`src/sv/space_vector_pwm_duty_top_macros.svh`:
```
// ----------------------------------------------------------------------------
// Space vector PWM duty: assertion macros
// Shared assertion wrappers for the RTL modules of the block.
// ----------------------------------------------------------------------------
`ifndef SPACE_VECTOR_PWM_DUTY_TOP_MACROS_SVH
`define SPACE_VECTOR_PWM_DUTY_TOP_MACROS_SVH

// checked outside reset, clocked by clk
`define SVPD_ASSERT(label, prop, msg) \
  label: assert property (@(posedge clk) disable iff (!rst_n) prop) else $error(msg);

// checked at every edge, reset included
`define SVPD_ASSERT_ALWAYS(label, prop, msg) \
  label: assert property (@(posedge clk) prop) else $error(msg);

`endif

```
`src/sv/svpd_pkg.sv`:
```
// ----------------------------------------------------------------------------
// svpd_pkg
// Types, constants and the sine table of the space vector PWM duty block.
// ----------------------------------------------------------------------------
`default_nettype none

package svpd_pkg;

  localparam int CountWidth  = 16;
  localparam int FifoDepth   = 4;
  localparam int FifoAw      = $clog2(FifoDepth);
  localparam int SumW        = 18;

  localparam logic [15:0] PeriodReset = 16'd3199;
  localparam logic [14:0] VoltLimit   = 15'd28377;
  localparam logic [15:0] SectorSpan  = 16'h2aaa;
  localparam logic [15:0] Bound1      = 16'h2aaa;
  localparam logic [15:0] Bound2      = 16'h5555;
  localparam logic [15:0] Bound3      = 16'h8000;
  localparam logic [15:0] Bound4      = 16'haaaa;
  localparam logic [15:0] Bound5      = 16'hd555;
  localparam logic [31:0] CountMax    = (32'd1 << CountWidth) - 32'd1;

  localparam int RomDepth = 172;
  localparam logic [7:0] RomLast = 8'(RomDepth - 1);

  typedef enum logic [2:0] {
    Sec0 = 3'd0,
    Sec1 = 3'd1,
    Sec2 = 3'd2,
    Sec3 = 3'd3,
    Sec4 = 3'd4,
    Sec5 = 3'd5
  } sector_t;

  // classified item handed from the front end to the back end
  typedef struct packed {
    logic [14:0] volts;
    sector_t     sector;
    logic [14:0] sin_lead;   // sin(60 - a)
    logic [14:0] sin_lag;    // sin(a)
  } svpd_item_t;

  localparam logic [14:0] SinRom [RomDepth] = '{
    15'd0, 15'd201, 15'd401, 15'd602, 15'd803, 15'd1003, 15'd1204,
    15'd1404, 15'd1605, 15'd1805, 15'd2005, 15'd2206, 15'd2406, 15'd2606,
    15'd2806, 15'd3006, 15'd3205, 15'd3405, 15'd3605, 15'd3804, 15'd4003,
    15'd4202, 15'd4401, 15'd4600, 15'd4799, 15'd4997, 15'd5195, 15'd5393,
    15'd5591, 15'd5789, 15'd5986, 15'd6183, 15'd6380, 15'd6577, 15'd6773,
    15'd6970, 15'd7166, 15'd7361, 15'd7557, 15'd7752, 15'd7947, 15'd8141,
    15'd8335, 15'd8529, 15'd8723, 15'd8916, 15'd9109, 15'd9302, 15'd9494,
    15'd9686, 15'd9877, 15'd10068, 15'd10259, 15'd10449, 15'd10639,
    15'd10829, 15'd11018, 15'd11207, 15'd11395, 15'd11583, 15'd11771,
    15'd11958, 15'd12144, 15'd12331, 15'd12516, 15'd12701, 15'd12886,
    15'd13070, 15'd13254, 15'd13437, 15'd13620, 15'd13802, 15'd13984,
    15'd14165, 15'd14346, 15'd14526, 15'd14706, 15'd14885, 15'd15063,
    15'd15241, 15'd15419, 15'd15595, 15'd15772, 15'd15947, 15'd16122,
    15'd16297, 15'd16470, 15'd16643, 15'd16816, 15'd16988, 15'd17159,
    15'd17330, 15'd17500, 15'd17669, 15'd17838, 15'd18006, 15'd18173,
    15'd18340, 15'd18506, 15'd18671, 15'd18835, 15'd18999, 15'd19162,
    15'd19325, 15'd19487, 15'd19647, 15'd19808, 15'd19967, 15'd20126,
    15'd20284, 15'd20441, 15'd20598, 15'd20753, 15'd20908, 15'd21062,
    15'd21216, 15'd21368, 15'd21520, 15'd21671, 15'd21821, 15'd21970,
    15'd22119, 15'd22266, 15'd22413, 15'd22559, 15'd22704, 15'd22848,
    15'd22992, 15'd23134, 15'd23276, 15'd23417, 15'd23557, 15'd23696,
    15'd23834, 15'd23971, 15'd24107, 15'd24243, 15'd24377, 15'd24511,
    15'd24644, 15'd24776, 15'd24906, 15'd25036, 15'd25165, 15'd25293,
    15'd25420, 15'd25547, 15'd25672, 15'd25796, 15'd25919, 15'd26042,
    15'd26163, 15'd26283, 15'd26403, 15'd26521, 15'd26638, 15'd26755,
    15'd26870, 15'd26984, 15'd27098, 15'd27210, 15'd27321, 15'd27431,
    15'd27541, 15'd27649, 15'd27756, 15'd27862, 15'd27967, 15'd28071,
    15'd28174, 15'd28276, 15'd28377
  };

  // sine lookup, offset within the sector in angle counts
  function automatic logic [14:0] sin_at(input logic [15:0] offset);
    logic [7:0] idx;
    idx = offset[13:6];
    if (offset[15:14] != 2'b00 || idx > RomLast) begin
      idx = RomLast;
    end
    return SinRom[idx];
  endfunction

  // clamp to the count range, then keep the 16-bit field
  function automatic logic [15:0] sat_count(input logic [SumW-1:0] s);
    logic [31:0] wide;
    wide = 32'(s);
    if (wide > CountMax) begin
      wide = CountMax;
    end
    return wide[15:0];
  endfunction

endpackage

`default_nettype wire

```
`src/sv/svpd_if.sv`:
```
// ----------------------------------------------------------------------------
// svpd channel interfaces
// Valid/ready channels for voltage/angle requests and compare count results.
// ----------------------------------------------------------------------------
`default_nettype none

interface svpd_in_if;
  logic               valid;
  logic               ready;
  logic signed [15:0] volts;
  logic        [15:0] angle;

  modport source (output valid, output volts, output angle, input ready);
  modport sink   (input valid, input volts, input angle, output ready);
endinterface

interface svpd_out_if;
  logic        valid;
  logic        ready;
  logic [15:0] phase_a_count;
  logic [15:0] phase_b_count;
  logic [15:0] phase_c_count;
  logic [2:0]  sector;

  modport source (output valid, output phase_a_count, output phase_b_count,
                  output phase_c_count, output sector, input ready);
  modport sink   (input valid, input phase_a_count, input phase_b_count,
                  input phase_c_count, input sector, output ready);
endinterface

`default_nettype wire

```
`src/sv/space_vector_pwm_duty_top.sv`:
```
// ----------------------------------------------------------------------------
// space_vector_pwm_duty_top
// Three-phase space vector PWM compare counts from voltage and angle.
//
//   channel   direction  handshake        payload
//   in_ch     sink       valid/ready      volts, angle
//   out_ch    source     valid/ready      phase_a/b/c_count, sector
//   cfg       write      cfg_we           cfg_wdata -> pwm_period
//
// One transaction per cycle sustained while out_ch is ready; after acceptance a
// result passes the front register, queue, three back stages and output register.
// The back end's two multiply stages set the depth of the pipe.
// Reset (rst_n low, synchronous) empties pipe and queue; pwm_period -> 3199.
// A stalled out_ch fills the back stages and the 4-deep queue before in_ch
// drops ready.
// ----------------------------------------------------------------------------
`default_nettype none

module space_vector_pwm_duty_top (
  input  wire          clk,
  input  wire          rst_n,
  svpd_in_if.sink      in_ch,
  svpd_out_if.source   out_ch,
  input  wire          cfg_we,
  input  wire [15:0]   cfg_wdata
);
  import svpd_pkg::*;

  logic [15:0] pwm_period_r, pwm_period_nxt;
  logic        push_valid, push_ready;
  svpd_item_t  push_item;
  logic        pop_valid, pop_ready;
  svpd_item_t  pop_item;

  assign pwm_period_nxt = cfg_we ? cfg_wdata : pwm_period_r;

  always_ff @(posedge clk) begin
    if (!rst_n) begin
      pwm_period_r <= PeriodReset;
    end else begin
      pwm_period_r <= pwm_period_nxt;
    end
  end

  svpd_front u_front (
    .clk        (clk),
    .rst_n      (rst_n),
    .in_ch      (in_ch),
    .push_valid (push_valid),
    .push_ready (push_ready),
    .push_item  (push_item)
  );

  svpd_fifo u_fifo (
    .clk        (clk),
    .rst_n      (rst_n),
    .push_valid (push_valid),
    .push_ready (push_ready),
    .push_item  (push_item),
    .pop_valid  (pop_valid),
    .pop_ready  (pop_ready),
    .pop_item   (pop_item)
  );

  svpd_back u_back (
    .clk        (clk),
    .rst_n      (rst_n),
    .pwm_period (pwm_period_r),
    .pop_valid  (pop_valid),
    .pop_ready  (pop_ready),
    .pop_item   (pop_item),
    .out_ch     (out_ch)
  );

endmodule

`default_nettype wire

```
`src/sv/svpd_front.sv`:
```
// ----------------------------------------------------------------------------
// svpd_front
// Accepts requests, clamps the voltage, finds sector and both sine values.
// ----------------------------------------------------------------------------
`default_nettype none

module svpd_front (
  input  wire                     clk,
  input  wire                     rst_n,
  svpd_in_if.sink                 in_ch,
  output logic                    push_valid,
  input  wire                     push_ready,
  output svpd_pkg::svpd_item_t    push_item
);
  import svpd_pkg::*;

  logic        valid_r, valid_nxt;
  svpd_item_t  item_r, item_nxt;
  logic [14:0] volts_clamp;
  sector_t     sec;
  logic [15:0] start;
  logic [15:0] offset;
  logic        load;

  assign load         = in_ch.valid && in_ch.ready;
  assign in_ch.ready  = !valid_r || push_ready;
  assign push_valid   = valid_r;
  assign push_item    = item_r;

  always_comb begin
    if (in_ch.volts[15]) begin
      volts_clamp = '0;
    end else if (in_ch.volts[14:0] > VoltLimit) begin
      volts_clamp = VoltLimit;
    end else begin
      volts_clamp = in_ch.volts[14:0];
    end
  end

  always_comb begin
    if (in_ch.angle >= Bound5) begin
      sec = Sec5; start = Bound5;
    end else if (in_ch.angle >= Bound4) begin
      sec = Sec4; start = Bound4;
    end else if (in_ch.angle >= Bound3) begin
      sec = Sec3; start = Bound3;
    end else if (in_ch.angle >= Bound2) begin
      sec = Sec2; start = Bound2;
    end else if (in_ch.angle >= Bound1) begin
      sec = Sec1; start = Bound1;
    end else begin
      sec = Sec0; start = '0;
    end
    offset = in_ch.angle - start;
    if (offset > SectorSpan) begin
      offset = SectorSpan;
    end
  end

  always_comb begin
    item_nxt          = item_r;
    item_nxt.volts    = volts_clamp;
    item_nxt.sector   = sec;
    item_nxt.sin_lead = sin_at(SectorSpan - offset);
    item_nxt.sin_lag  = sin_at(offset);
  end

  always_comb begin
    valid_nxt = valid_r;
    if (in_ch.ready) begin
      valid_nxt = in_ch.valid;
    end
  end

  always_ff @(posedge clk) begin
    if (!rst_n) begin
      valid_r <= 1'b0;
    end else begin
      valid_r <= valid_nxt;
    end
  end

  always_ff @(posedge clk) begin
    if (load) begin
      item_r <= item_nxt;
    end
  end

endmodule

`default_nettype wire

```
`src/sv/svpd_fifo.sv`:
```
// ----------------------------------------------------------------------------
// svpd_fifo
// Short queue of classified items between the front end and the back end.
// ----------------------------------------------------------------------------
`default_nettype none
`include "space_vector_pwm_duty_top_macros.svh"

module svpd_fifo (
  input  wire                     clk,
  input  wire                     rst_n,
  input  wire                     push_valid,
  output logic                    push_ready,
  input  svpd_pkg::svpd_item_t    push_item,
  output logic                    pop_valid,
  input  wire                     pop_ready,
  output svpd_pkg::svpd_item_t    pop_item
);
  import svpd_pkg::*;

  svpd_item_t          mem_r [FifoDepth];
  logic [FifoAw-1:0]   wr_ptr_r, wr_ptr_nxt;
  logic [FifoAw-1:0]   rd_ptr_r, rd_ptr_nxt;
  logic [FifoAw:0]     count_r, count_nxt;
  logic                push, pop;

  assign push_ready = (count_r != FifoAw'(0) + (FifoAw+1)'(FifoDepth)) ? 1'b1 : 1'b0;
  assign pop_valid  = (count_r != '0);
  assign pop_item   = mem_r[rd_ptr_r];
  assign push       = push_valid && push_ready;
  assign pop        = pop_valid && pop_ready;

  always_comb begin
    wr_ptr_nxt = push ? wr_ptr_r + 1'b1 : wr_ptr_r;
    rd_ptr_nxt = pop  ? rd_ptr_r + 1'b1 : rd_ptr_r;
    count_nxt  = count_r;
    if (push && !pop) begin
      count_nxt = count_r + 1'b1;
    end else if (pop && !push) begin
      count_nxt = count_r - 1'b1;
    end
  end

  always_ff @(posedge clk) begin
    if (!rst_n) begin
      wr_ptr_r <= '0;
      rd_ptr_r <= '0;
      count_r  <= '0;
    end else begin
      wr_ptr_r <= wr_ptr_nxt;
      rd_ptr_r <= rd_ptr_nxt;
      count_r  <= count_nxt;
    end
  end

  always_ff @(posedge clk) begin
    if (push) begin
      mem_r[wr_ptr_r] <= push_item;
    end
  end

  // count is unknown until the first reset edge
  `SVPD_ASSERT_ALWAYS(a_count_bound, !rst_n || count_r <= (FifoAw+1)'(FifoDepth), "queue count overflow")
  `SVPD_ASSERT(a_push_fills, (push && !pop) |=> (count_r != '0), "pushed item lost")
  `SVPD_ASSERT(a_last_pop, (pop && !push && count_r == (FifoAw+1)'(1)) |=> !pop_valid, "stale entry after last pop")

endmodule

`default_nettype wire

```
`src/sv/svpd_back.sv`:
```
// ----------------------------------------------------------------------------
// svpd_back
// Scales the sine values into active times, splits the zero-vector time
// and assigns the three compare counts; four stages ending in the output
// register.
// ----------------------------------------------------------------------------
`default_nettype none
`include "space_vector_pwm_duty_top_macros.svh"

module svpd_back (
  input  wire                     clk,
  input  wire                     rst_n,
  input  wire [15:0]              pwm_period,
  input  wire                     pop_valid,
  output logic                    pop_ready,
  input  svpd_pkg::svpd_item_t    pop_item,
  svpd_out_if.source              out_ch
);
  import svpd_pkg::*;

  // stage 1: vt = volts * period >> 15
  logic        v1_r, v1_nxt;
  logic [15:0] vt_r;
  logic [14:0] lead1_r, lag1_r;
  sector_t     sec1_r;
  // stage 2: active times
  logic        v2_r, v2_nxt;
  logic [15:0] t1_r, t2_r;
  sector_t     sec2_r;
  // stage 3: sum and half zero time
  logic        v3_r, v3_nxt;
  logic [16:0] act_r;
  logic [15:0] h_r;
  logic [15:0] t1_3_r, t2_3_r;
  sector_t     sec3_r;
  // stage 4: output register
  logic        v4_r, v4_nxt;
  logic [15:0] cnt_a_r, cnt_b_r, cnt_c_r;
  sector_t     sec4_r;

  logic        rdy1, rdy2, rdy3, rdy4;
  logic [30:0] vt_prod, t1_prod, t2_prod;
  logic [16:0] act_sum;
  logic [16:0] zero_time;
  logic [15:0] h_val;
  logic [SumW-1:0] sum_act, sum_t1, sum_t2, sum_h;
  logic [SumW-1:0] a_sum, b_sum, c_sum;

  assign rdy4      = !v4_r || out_ch.ready;
  assign rdy3      = !v3_r || rdy4;
  assign rdy2      = !v2_r || rdy3;
  assign rdy1      = !v1_r || rdy2;
  assign pop_ready = rdy1;

  assign vt_prod = 31'(pop_item.volts) * 31'(pwm_period);
  assign t1_prod = 31'(lead1_r) * 31'(vt_r);
  assign t2_prod = 31'(lag1_r) * 31'(vt_r);

  always_comb begin
    act_sum   = 17'(t1_r) + 17'(t2_r);
    zero_time = 17'(pwm_period) - act_sum;
    // active time beyond the period leaves no zero vector
    h_val     = (act_sum > 17'(pwm_period)) ? 16'd0 : zero_time[16:1];
  end

  always_comb begin
    sum_h   = SumW'(h_r);
    sum_act = SumW'(act_r) + sum_h;
    sum_t1  = SumW'(t1_3_r) + sum_h;
    sum_t2  = SumW'(t2_3_r) + sum_h;
    case (sec3_r)
      Sec0: begin a_sum = sum_act; b_sum = sum_t2;  c_sum = sum_h;   end
      Sec1: begin a_sum = sum_t1;  b_sum = sum_act; c_sum = sum_h;   end
      Sec2: begin a_sum = sum_h;   b_sum = sum_act; c_sum = sum_t2;  end
      Sec3: begin a_sum = sum_h;   b_sum = sum_t1;  c_sum = sum_act; end
      Sec4: begin a_sum = sum_t2;  b_sum = sum_h;   c_sum = sum_act; end
      default: begin a_sum = sum_act; b_sum = sum_h; c_sum = sum_t1; end
    endcase
  end

  always_comb begin
    v1_nxt = rdy1 ? pop_valid : v1_r;
    v2_nxt = rdy2 ? v1_r      : v2_r;
    v3_nxt = rdy3 ? v2_r      : v3_r;
    v4_nxt = rdy4 ? v3_r      : v4_r;
  end

  always_ff @(posedge clk) begin
    if (!rst_n) begin
      v1_r <= 1'b0;
      v2_r <= 1'b0;
      v3_r <= 1'b0;
      v4_r <= 1'b0;
    end else begin
      v1_r <= v1_nxt;
      v2_r <= v2_nxt;
      v3_r <= v3_nxt;
      v4_r <= v4_nxt;
    end
  end

  always_ff @(posedge clk) begin
    if (rdy1 && pop_valid) begin
      vt_r    <= vt_prod[30:15];
      lead1_r <= pop_item.sin_lead;
      lag1_r  <= pop_item.sin_lag;
      sec1_r  <= pop_item.sector;
    end
    if (rdy2 && v1_r) begin
      t1_r   <= t1_prod[30:15];
      t2_r   <= t2_prod[30:15];
      sec2_r <= sec1_r;
    end
    if (rdy3 && v2_r) begin
      act_r  <= act_sum;
      h_r    <= h_val;
      t1_3_r <= t1_r;
      t2_3_r <= t2_r;
      sec3_r <= sec2_r;
    end
    if (rdy4 && v3_r) begin
      cnt_a_r <= sat_count(a_sum);
      cnt_b_r <= sat_count(b_sum);
      cnt_c_r <= sat_count(c_sum);
      sec4_r  <= sec3_r;
    end
  end

  assign out_ch.valid         = v4_r;
  assign out_ch.phase_a_count = cnt_a_r;
  assign out_ch.phase_b_count = cnt_b_r;
  assign out_ch.phase_c_count = cnt_c_r;
  assign out_ch.sector        = 3'(sec4_r);

  `SVPD_ASSERT(a_sector_range, out_ch.valid |-> (out_ch.sector <= 3'd5), "sector out of range")
  `SVPD_ASSERT(a_half_zero, v3_r |-> (h_r <= pwm_period[15:1]), "half zero time above half period")
  `SVPD_ASSERT(a_stage3_hold, (v3_r && !rdy4) |=> (v3_r && $stable(act_r)), "stalled stage lost")

endmodule

`default_nettype wire
```
`src/flat_wrapper.sv`:
```
// flat-port wrapper written by rule: the top's interface ports become plain ports
module space_vector_pwm_duty_top_flat import svpd_pkg::*;
  (clk, rst_n, cfg_we, cfg_wdata, in_ch_valid, in_ch_volts, in_ch_angle, in_ch_ready, out_ch_valid, out_ch_phase_a_count, out_ch_phase_b_count, out_ch_phase_c_count, out_ch_sector, out_ch_ready);
  svpd_in_if in_ch_i ();
  svpd_out_if out_ch_i ();
  input  wire clk;
  input  wire rst_n;
  input  wire cfg_we;
  input  wire [15:0] cfg_wdata;
  input wire logic [$bits(in_ch_i.valid)-1:0] in_ch_valid;
  input wire logic [$bits(in_ch_i.volts)-1:0] in_ch_volts;
  input wire logic [$bits(in_ch_i.angle)-1:0] in_ch_angle;
  output wire logic [$bits(in_ch_i.ready)-1:0] in_ch_ready;
  output wire logic [$bits(out_ch_i.valid)-1:0] out_ch_valid;
  output wire logic [$bits(out_ch_i.phase_a_count)-1:0] out_ch_phase_a_count;
  output wire logic [$bits(out_ch_i.phase_b_count)-1:0] out_ch_phase_b_count;
  output wire logic [$bits(out_ch_i.phase_c_count)-1:0] out_ch_phase_c_count;
  output wire logic [$bits(out_ch_i.sector)-1:0] out_ch_sector;
  input wire logic [$bits(out_ch_i.ready)-1:0] out_ch_ready;
  assign in_ch_i.valid = in_ch_valid;
  assign in_ch_i.volts = in_ch_volts;
  assign in_ch_i.angle = in_ch_angle;
  assign in_ch_ready = in_ch_i.ready;
  assign out_ch_valid = out_ch_i.valid;
  assign out_ch_phase_a_count = out_ch_i.phase_a_count;
  assign out_ch_phase_b_count = out_ch_i.phase_b_count;
  assign out_ch_phase_c_count = out_ch_i.phase_c_count;
  assign out_ch_sector = out_ch_i.sector;
  assign out_ch_i.ready = out_ch_ready;
  space_vector_pwm_duty_top u_core (.clk(clk), .rst_n(rst_n), .in_ch(in_ch_i), .out_ch(out_ch_i), .cfg_we(cfg_we), .cfg_wdata(cfg_wdata));
endmodule
```
`config.mk`:
```
export PLATFORM = sky130hd
export DESIGN_NAME = space_vector_pwm_duty_top_flat
export DESIGN_NICKNAME = d
export VERILOG_FILES = /design/src/sv/svpd_pkg.sv /design/src/sv/svpd_if.sv /design/src/sv/space_vector_pwm_duty_top.sv /design/src/sv/svpd_front.sv /design/src/sv/svpd_fifo.sv /design/src/sv/svpd_back.sv /design/src/flat_wrapper.sv
export VERILOG_INCLUDE_DIRS = /design/src /design/src/sv
export SDC_FILE = /design/constraint.sdc
export NUM_CORES = 2
export LEC_CHECK = 0
export ABC_AREA = 1
export BUFFER_PORTS_ARGS = -buffer_cell sky130_fd_sc_hd__buf_2
export CORE_UTILIZATION = 55
export DETAILED_ROUTE_END_ITERATION = 8
export HOLD_SLACK_MARGIN = 0.08
export PLACE_DENSITY = 0.71
export SLEW_MARGIN = 10
export SYNTH_ARGS = -nofsm -noshare
export SYNTH_HDL_FRONTEND = slang
export SYNTH_HIERARCHICAL = 1
export SYNTH_SLANG_ARGS = --single-unit
```
`constraint.sdc`:
```
create_clock -name clk -period 15.8 [get_ports clk]
set_input_delay 1.58 -clock clk [delete_from_list [all_inputs] [get_ports clk]]
set_output_delay 1.58 -clock clk [all_outputs]
set_load 0.005 [all_outputs]
```
# == After elaboration in Yosys (flattened, before gate mapping) ==
# Memory sizes are Yosys's and may differ from the RTL's. A register that Yosys moved wholly into a read port is not among the register bits.
# Cells that the tools add are included.
# totals
register_bits,249
mem_bits_rw,192
rom_bits,7680
input_bits,53
out_inout_bits,53
wordCells,122
mem_count,3
# memory_table
name,words,word_bits,read_ports,rd_ports_with_merged_regs,wr,line_no,source
(no name shown),256,15,1,1,0,svpd_pkg.sv:82,return SinRom[idx];
(no name shown),256,15,1,1,0,svpd_pkg.sv:82,
u_core.u_fifo.mem_r,4,48,1,1,1,svpd_fifo.sv:20,svpd_item_t mem_r [FifoDepth];
# classes
add_sub_neg,11
n_mul,3
order_cmp,13
n_eq_ne,5
muxes,23
bitwise_logic,2
n_reduce_logical,33
# ops
op,count
18-bit case mux with 3 select lines,3
15-bit by 16-bit multiplier with 31-bit output,3
16-bit 2-to-1 mux,4
18-bit by 16-bit > comparator with 1-bit output (second input constant),3
16-bit by 16-bit adder with 17-bit output,3
16-bit >= comparator (second input constant),3
15-bit 2-to-1 mux,2
17-bit by 16-bit adder with 18-bit output,1
8-bit inverter with 9-bit output,2
17-bit by 16-bit > comparator with 1-bit output,1
16-bit by 17-bit subtractor with 17-bit output,1
16-bit by 14-bit >= comparator with 1-bit output (second input constant),1
16-bit by 15-bit >= comparator with 1-bit output (second input constant),1
16-bit by 14-bit > comparator with 1-bit output (second input constant),1
8-bit > comparator (second input constant),2
8-bit 2-to-1 mux,2
14-bit by 16-bit subtractor with 16-bit output (first input constant),1
16-bit subtractor,1
15-bit > comparator (second input constant),1
14-bit 2-to-1 mux,1
2-bit OR reduction,6
1-bit logical AND,8
2-bit 2-to-1 mux,4
1-bit logical NOT,7
other kinds (13),28

# == Logic depth before layout (Yosys ltp) ==
# logic_depth
word_depth,14
depth_mapped,43
mapped_depth_nobuf,41

# == Modules after synthesis ==
# The synthesis kept the hierarchy.
# by_module_without_submodules
module,instances,cells_per_inst,area_each_um2,seq_area_each_um2
svpd_back,1,4965,37757.5,6175.9
svpd_front,1,1494,8570.7,1461.4
svpd_fifo,1,533,7657.3,5945.7
space_vector_pwm_duty_top,1,84,658.1,320.3

# == Worst setup path after synthesis ==
# OpenSTA, ideal clock, no wires.
# synth_path
kind,in2reg
start,input port in_ch_angle[0]
end,register u_core/u_front/push_item[17] (netlist name)
setup_time_ps,253
arrival_time_ps,6080
slack_ps,9467
path_stages,40
n_path_buf,2
path_cell_list,o21ai_0 nand2_1 a21oi_1 o21ai_0 nand2_1 o31ai_1 o21ai_0 o211ai_1 ha_1 nand2_1 inv_2 a21oi_1 nand2_1 nand2_1 nand2_4 nor2_2 nand3_1 nor2_1 [... 4 more ...] nand2_2 nor2_1 nand2_1 nand2_2 buf_4 ha_1 inv_1 nand2_1 nand2_1 inv_1 nand2_1 nand2_1 nand2_1 nand2_1 nand2_1 nand3_1 nand3_1 nand2_1
# synth_via
elab_chain_cells,14
word_cells_on_any_way,19
cone_classes,add/sub: 2; order compare: 7; mux: 7; bitwise: 1; reduce/logical: 2
# synth_lines
element,line_no,source
"start, declared",flat_wrapper.sv:12,input wire logic [$bits(in_ch_i.angle)-1:0] in_ch_angle;
16-bit by 14-bit >= comparator with 1-bit output,svpd_front.sv:49,end else if (in_ch.angle >= Bound1) begin
14-bit 2-to-1 mux,svpd_front.sv:49,
15-bit 2-to-1 mux,svpd_front.sv:47,end else if (in_ch.angle >= Bound2) begin
16-bit 2-to-1 mux,svpd_front.sv:45,end else if (in_ch.angle >= Bound3) begin
16-bit 2-to-1 mux,svpd_front.sv:43,end else if (in_ch.angle >= Bound4) begin
16-bit 2-to-1 mux,svpd_front.sv:41,if (in_ch.angle >= Bound5) begin
16-bit subtractor *,svpd_front.sv:54,offset = in_ch.angle - start;
16-bit by 14-bit > comparator with 1-bit output,svpd_front.sv:55,if (offset > SectorSpan) begin
16-bit 2-to-1 mux *,svpd_front.sv:55,
14-bit by 16-bit subtractor with 16-bit output *,svpd_front.sv:64,item_nxt.sin_lead = sin_at(SectorSpan - offset);
8-bit > comparator / 2-bit nonzero test (equally long branches),svpd_pkg.sv:79,if (offset[15:14] != 2'b00 || idx > RomLast) begin
1-bit logical OR,svpd_pkg.sv:79,
8-bit 2-to-1 mux *,svpd_pkg.sv:79,
8-bit inverter with 9-bit output (implied by the code) *,svpd_pkg.sv:82,
# Mark *: on every way between the ends. The rest lies on a longest branch, timed or not.
# A chain may end at the register's enable or synchronous reset.

# == Worst setup path in the final report ==
# layout_path
start,input port in_ch_angle[1]
end,register u_core/u_front/push_item[26] (netlist name)
# layout_via
elab_chain_cells,14
word_cells_on_any_way,19
cone_classes,add/sub: 2; order compare: 7; mux: 7; bitwise: 1; reduce/logical: 2
# layout_lines
element,line_no
16-bit by 14-bit >= comparator with 1-bit output,svpd_front.sv:49
14-bit 2-to-1 mux,svpd_front.sv:49
15-bit 2-to-1 mux,svpd_front.sv:47
16-bit 2-to-1 mux,svpd_front.sv:45
16-bit 2-to-1 mux,svpd_front.sv:43
16-bit 2-to-1 mux,svpd_front.sv:41
16-bit subtractor *,svpd_front.sv:54
16-bit by 14-bit > comparator with 1-bit output,svpd_front.sv:55
16-bit 2-to-1 mux *,svpd_front.sv:55
14-bit by 16-bit subtractor with 16-bit output *,svpd_front.sv:64
8-bit > comparator / 2-bit nonzero test (equally long branches),svpd_pkg.sv:79
1-bit logical OR,svpd_pkg.sv:79
8-bit 2-to-1 mux *,svpd_pkg.sv:79
8-bit inverter with 9-bit output (implied by the code) *,svpd_pkg.sv:82
# Marks and branches as above.

==> impl_metrics.csv <==
group,metric,value,unit
route,via_count,46100,
critical_path,startpoint,"in_ch_angle[1]",
placement,dpl.cell_count,8247,
placement,port_buffers,105,
global_routing,grt_antenna_before_repair,1,
sta,worst_slew_pin_slew,1.00,ns
cts,clock_tree.htree_level_count,2,
critical_path,crit_top_cell,"nand2_1",
route,detailedRoute.firstIterationViolations,4031,
synth,ys_seq_area_frac,0.254,
cts,tritoncts,"yes",
cts,post_cts_resized,0,
cells_and_area,largest_register,"u_core/u_fifo/mem_r",
route,met3WireLength,11300,µm
critical_path,crit_type,"primary input to flop",
die,dieWidth,317,µm
cts,clock_insertion_delay_worst_skew,0.65,ns
route,dr.pass1.iters,6,
cells_and_area,post_synthesis_to_final_layout_area_growth,5.51,%
sta,slew_violations,0,
cells_and_area,max_reg_flops,192,
synth,avgSynthCellArea,7.72,µm²
route,m1WireLength,65800,µm
sta,fin_skew,0.0373,ns
critical_path,cp-end-kind,"flop",
route,routed_via_density,5.53,
synth,synthCells,7076,
global_routing,grt_first_pass_wirelength,247000,µm
cells_and_area,instances_no_fill,8344,
die,chipHeight,317,µm
placement,dp_hpwl,118000,µm
die,start_util,0.555,
critical_path,critPathLaunchType,"primary input",
sta,final.setup.tns,0,ns
cells_and_area,finish.utilization,0.586,
synth,ys_types,71,
synth,syn-cell-area,54600,µm²
min_path,min_from,"u_core/u_back/sec2_r[1]",
cts,clock_sinks,473,
die,placementRows,115,
cts,post_cts.repair.setup_buffers,0,
sta,post-route-min-period,7.39,ns
sta,report.final.setup_viol,0,
route,wire_per_inst,18.6,µm
sta,achievable-frequency,135,MHz
sta,max_slew_margin,0.329,
cells_and_area,layout.cells.most_common_list,"nand2_1, inv_1, fa_1",
status,outcome,"finished, final reports clean",
route,ant_nets,0,
synth,synth_async_sr_flop_share,0,
route,met2_length,72200,µm
cells_and_area,final_layout_size_suffix_gt1_frac,0.0634,
synth,mappedNetlistNets,8066,
route,route.detailed.drc,0,
critical_path,critPathMaxStageDelay,0.64,ns
sta,grt_setup_unrepaired,"no",
critical_path,critPathMaxFanout,51,
die,core-area,98400,µm²
cts,post_cts_hold_buffer_count,0,
synth,synth-seq-cells,473,
die,io-pin-count,106,
synth,dominant_register_cell_in_the_synthesized_netlist,"edfxtp_1",
run,drv.max_cap_violation_count,0,
critical_path,crit_required,16.19,ns
global_routing,first_global_vias,45300,
critical_path,setup.reg_to_reg.worst_slack,8.60,ns
sta,final.hold.worst_slack,0.400,ns
synth,ys.warnings.count,6,
cells_and_area,filler_cell_count,9095,
global_routing,grt_max_degree,97,
cells_and_area,multi_input_area,33700,µm²
cts,clockRootBuffer,"clkbuf_16",
cts,clk_pin_slew_worst_setup_hold_paths,0.07,ns
cts,cts_inserted_buffers,52,
global_routing,grt_overflow_total,0,
route,wirelength,155000,µm
synth,number_of_enable_type_register_cells_in_the_synthesized_netlist,443,
cts,clock_path_buffers,3,
min_path,worstHoldPathType,"flop to flop",
die,design.die.area,101000,µm²
critical_path,critical_path_arrival,7.78,ns
cells_and_area,finish.net_count,8004,
critical_path,crit_path_top_delay_cell,"o211ai_1",
cells_and_area,layout_commonest_cell,"nand2_1",
placement,finalWeightedCongestion,1.02,
cells_and_area,sequential_cell_area,13900,µm²
global_routing,global_route.usage.total,0.313,
sta,final.period_utilization,0.468,
route,maxUsedRoutingLayer,"met4",
sta,timing_hold_violations_final,0,
==> layer usage <==
layer  global-route usage  vias up
met3               0.0383      357
met2                0.513     1904
met1                0.427    22000
met4                0.115        0
met5                    0        -
li1                     -    21900
==> cell type report <==
type | count | area share
well taps | 1287 | 0.0279
clock buffers | 64 | 0.0240
multi-input cells | 4791 | 0.584
flip-flops and latches | 473 | 0.241
repair buffers | 160 | 0.0163
diodes | 1 | 0.0000434
clock inverters | 32 | 0.00658
inverters | 1536 | 0.100
==> worst max-delay path: cells and delay by family <==
kind,cells,cell delay (ns)
simple gates,20,2.45
fa+ha+maj,1,0.41
compound gates,9,1.79
buf+inv,5,1.48
==> through the flow <==
stage / area, µm² / worst slack (ns)
6_report: 57700 / 8.41
5_1_grt: 57700 / 7.80
4_1_cts: 57700 / 8.56
3_5_place_dp: 55900 / 7.93
3_3_place_gp: 55900 / 7.99
2_1_floorplan: 54600 / 9.47
==> logic make-up (layout without fill, tap and decap cells) <==
| group | Yosys count | count (layout) | share of synthesized area |
|---|---|---|---|
| and+or+nand+nor | 2960 | 2960 | 0.227 |
| AOI/OAI and AO/OA | 817 | 817 | 0.0854 |
| adders and majority gates | 937 | 937 | 0.289 |
| buffers and inverters | 1812 | 1792 | 0.131 |
| xor gates and xnor gates | 77 | 77 | 0.0127 |
| other | 0 | 1 | 0 |
| DFF | 473 | 473 | 0.254 |
==> synth_stat cells, types with 7 or more instances <==
library cell  number  area (µm²)
o22ai_1           54         338
inv_1           1498        5620
nand3_1          410        2050
buf_4             20         150
fa_1             544       10900
nand2_1         1881        7060
nand3_2           13         130
nor3_1            37         185
nand3b_1          14         105
a22oi_1            7        52.6
a31oi_1           33         206
ha_1             393        4920
nor2_2            37         231
a21oi_2            8        70.1
nand4_1           53         332
a21o_1            21         158
buf_6             16         180
a21oi_1          248        1240
edfxtp_1         443       13300
a21boi_0           8        60.1
xnor2_1           21         184
nor2_1           417        1570
o211ai_1          29         218
clkbuf_1         166         623
o21a_1             8        60.1
o21ai_0          294        1470
and2_1            10        62.6
o31ai_1           11        82.6
inv_2             36         135
nand2_2           52         325
nand2_4           10         113
buf_2             55         275
xor2_1            55         482
o21ai_1           37         185
o21bai_1          16         120
a211oi_1           8        60.1
dfxtp_1           30         601
==> path summary, 6_finish.rpt <==
check | end | cells after the start
hold / removal | u_core/u_back/sec3_r[1] | 0
setup / recovery | u_core/u_front/push_item[26] | 35
hold reg to reg | u_core/u_back/sec3_r[1] | 0
setup reg to reg | u_core/u_back/vt_r[12] | 24
Power is not shown: default switching activity piles up to over one toggle a cycle in this logic, so the estimate is an artifact.
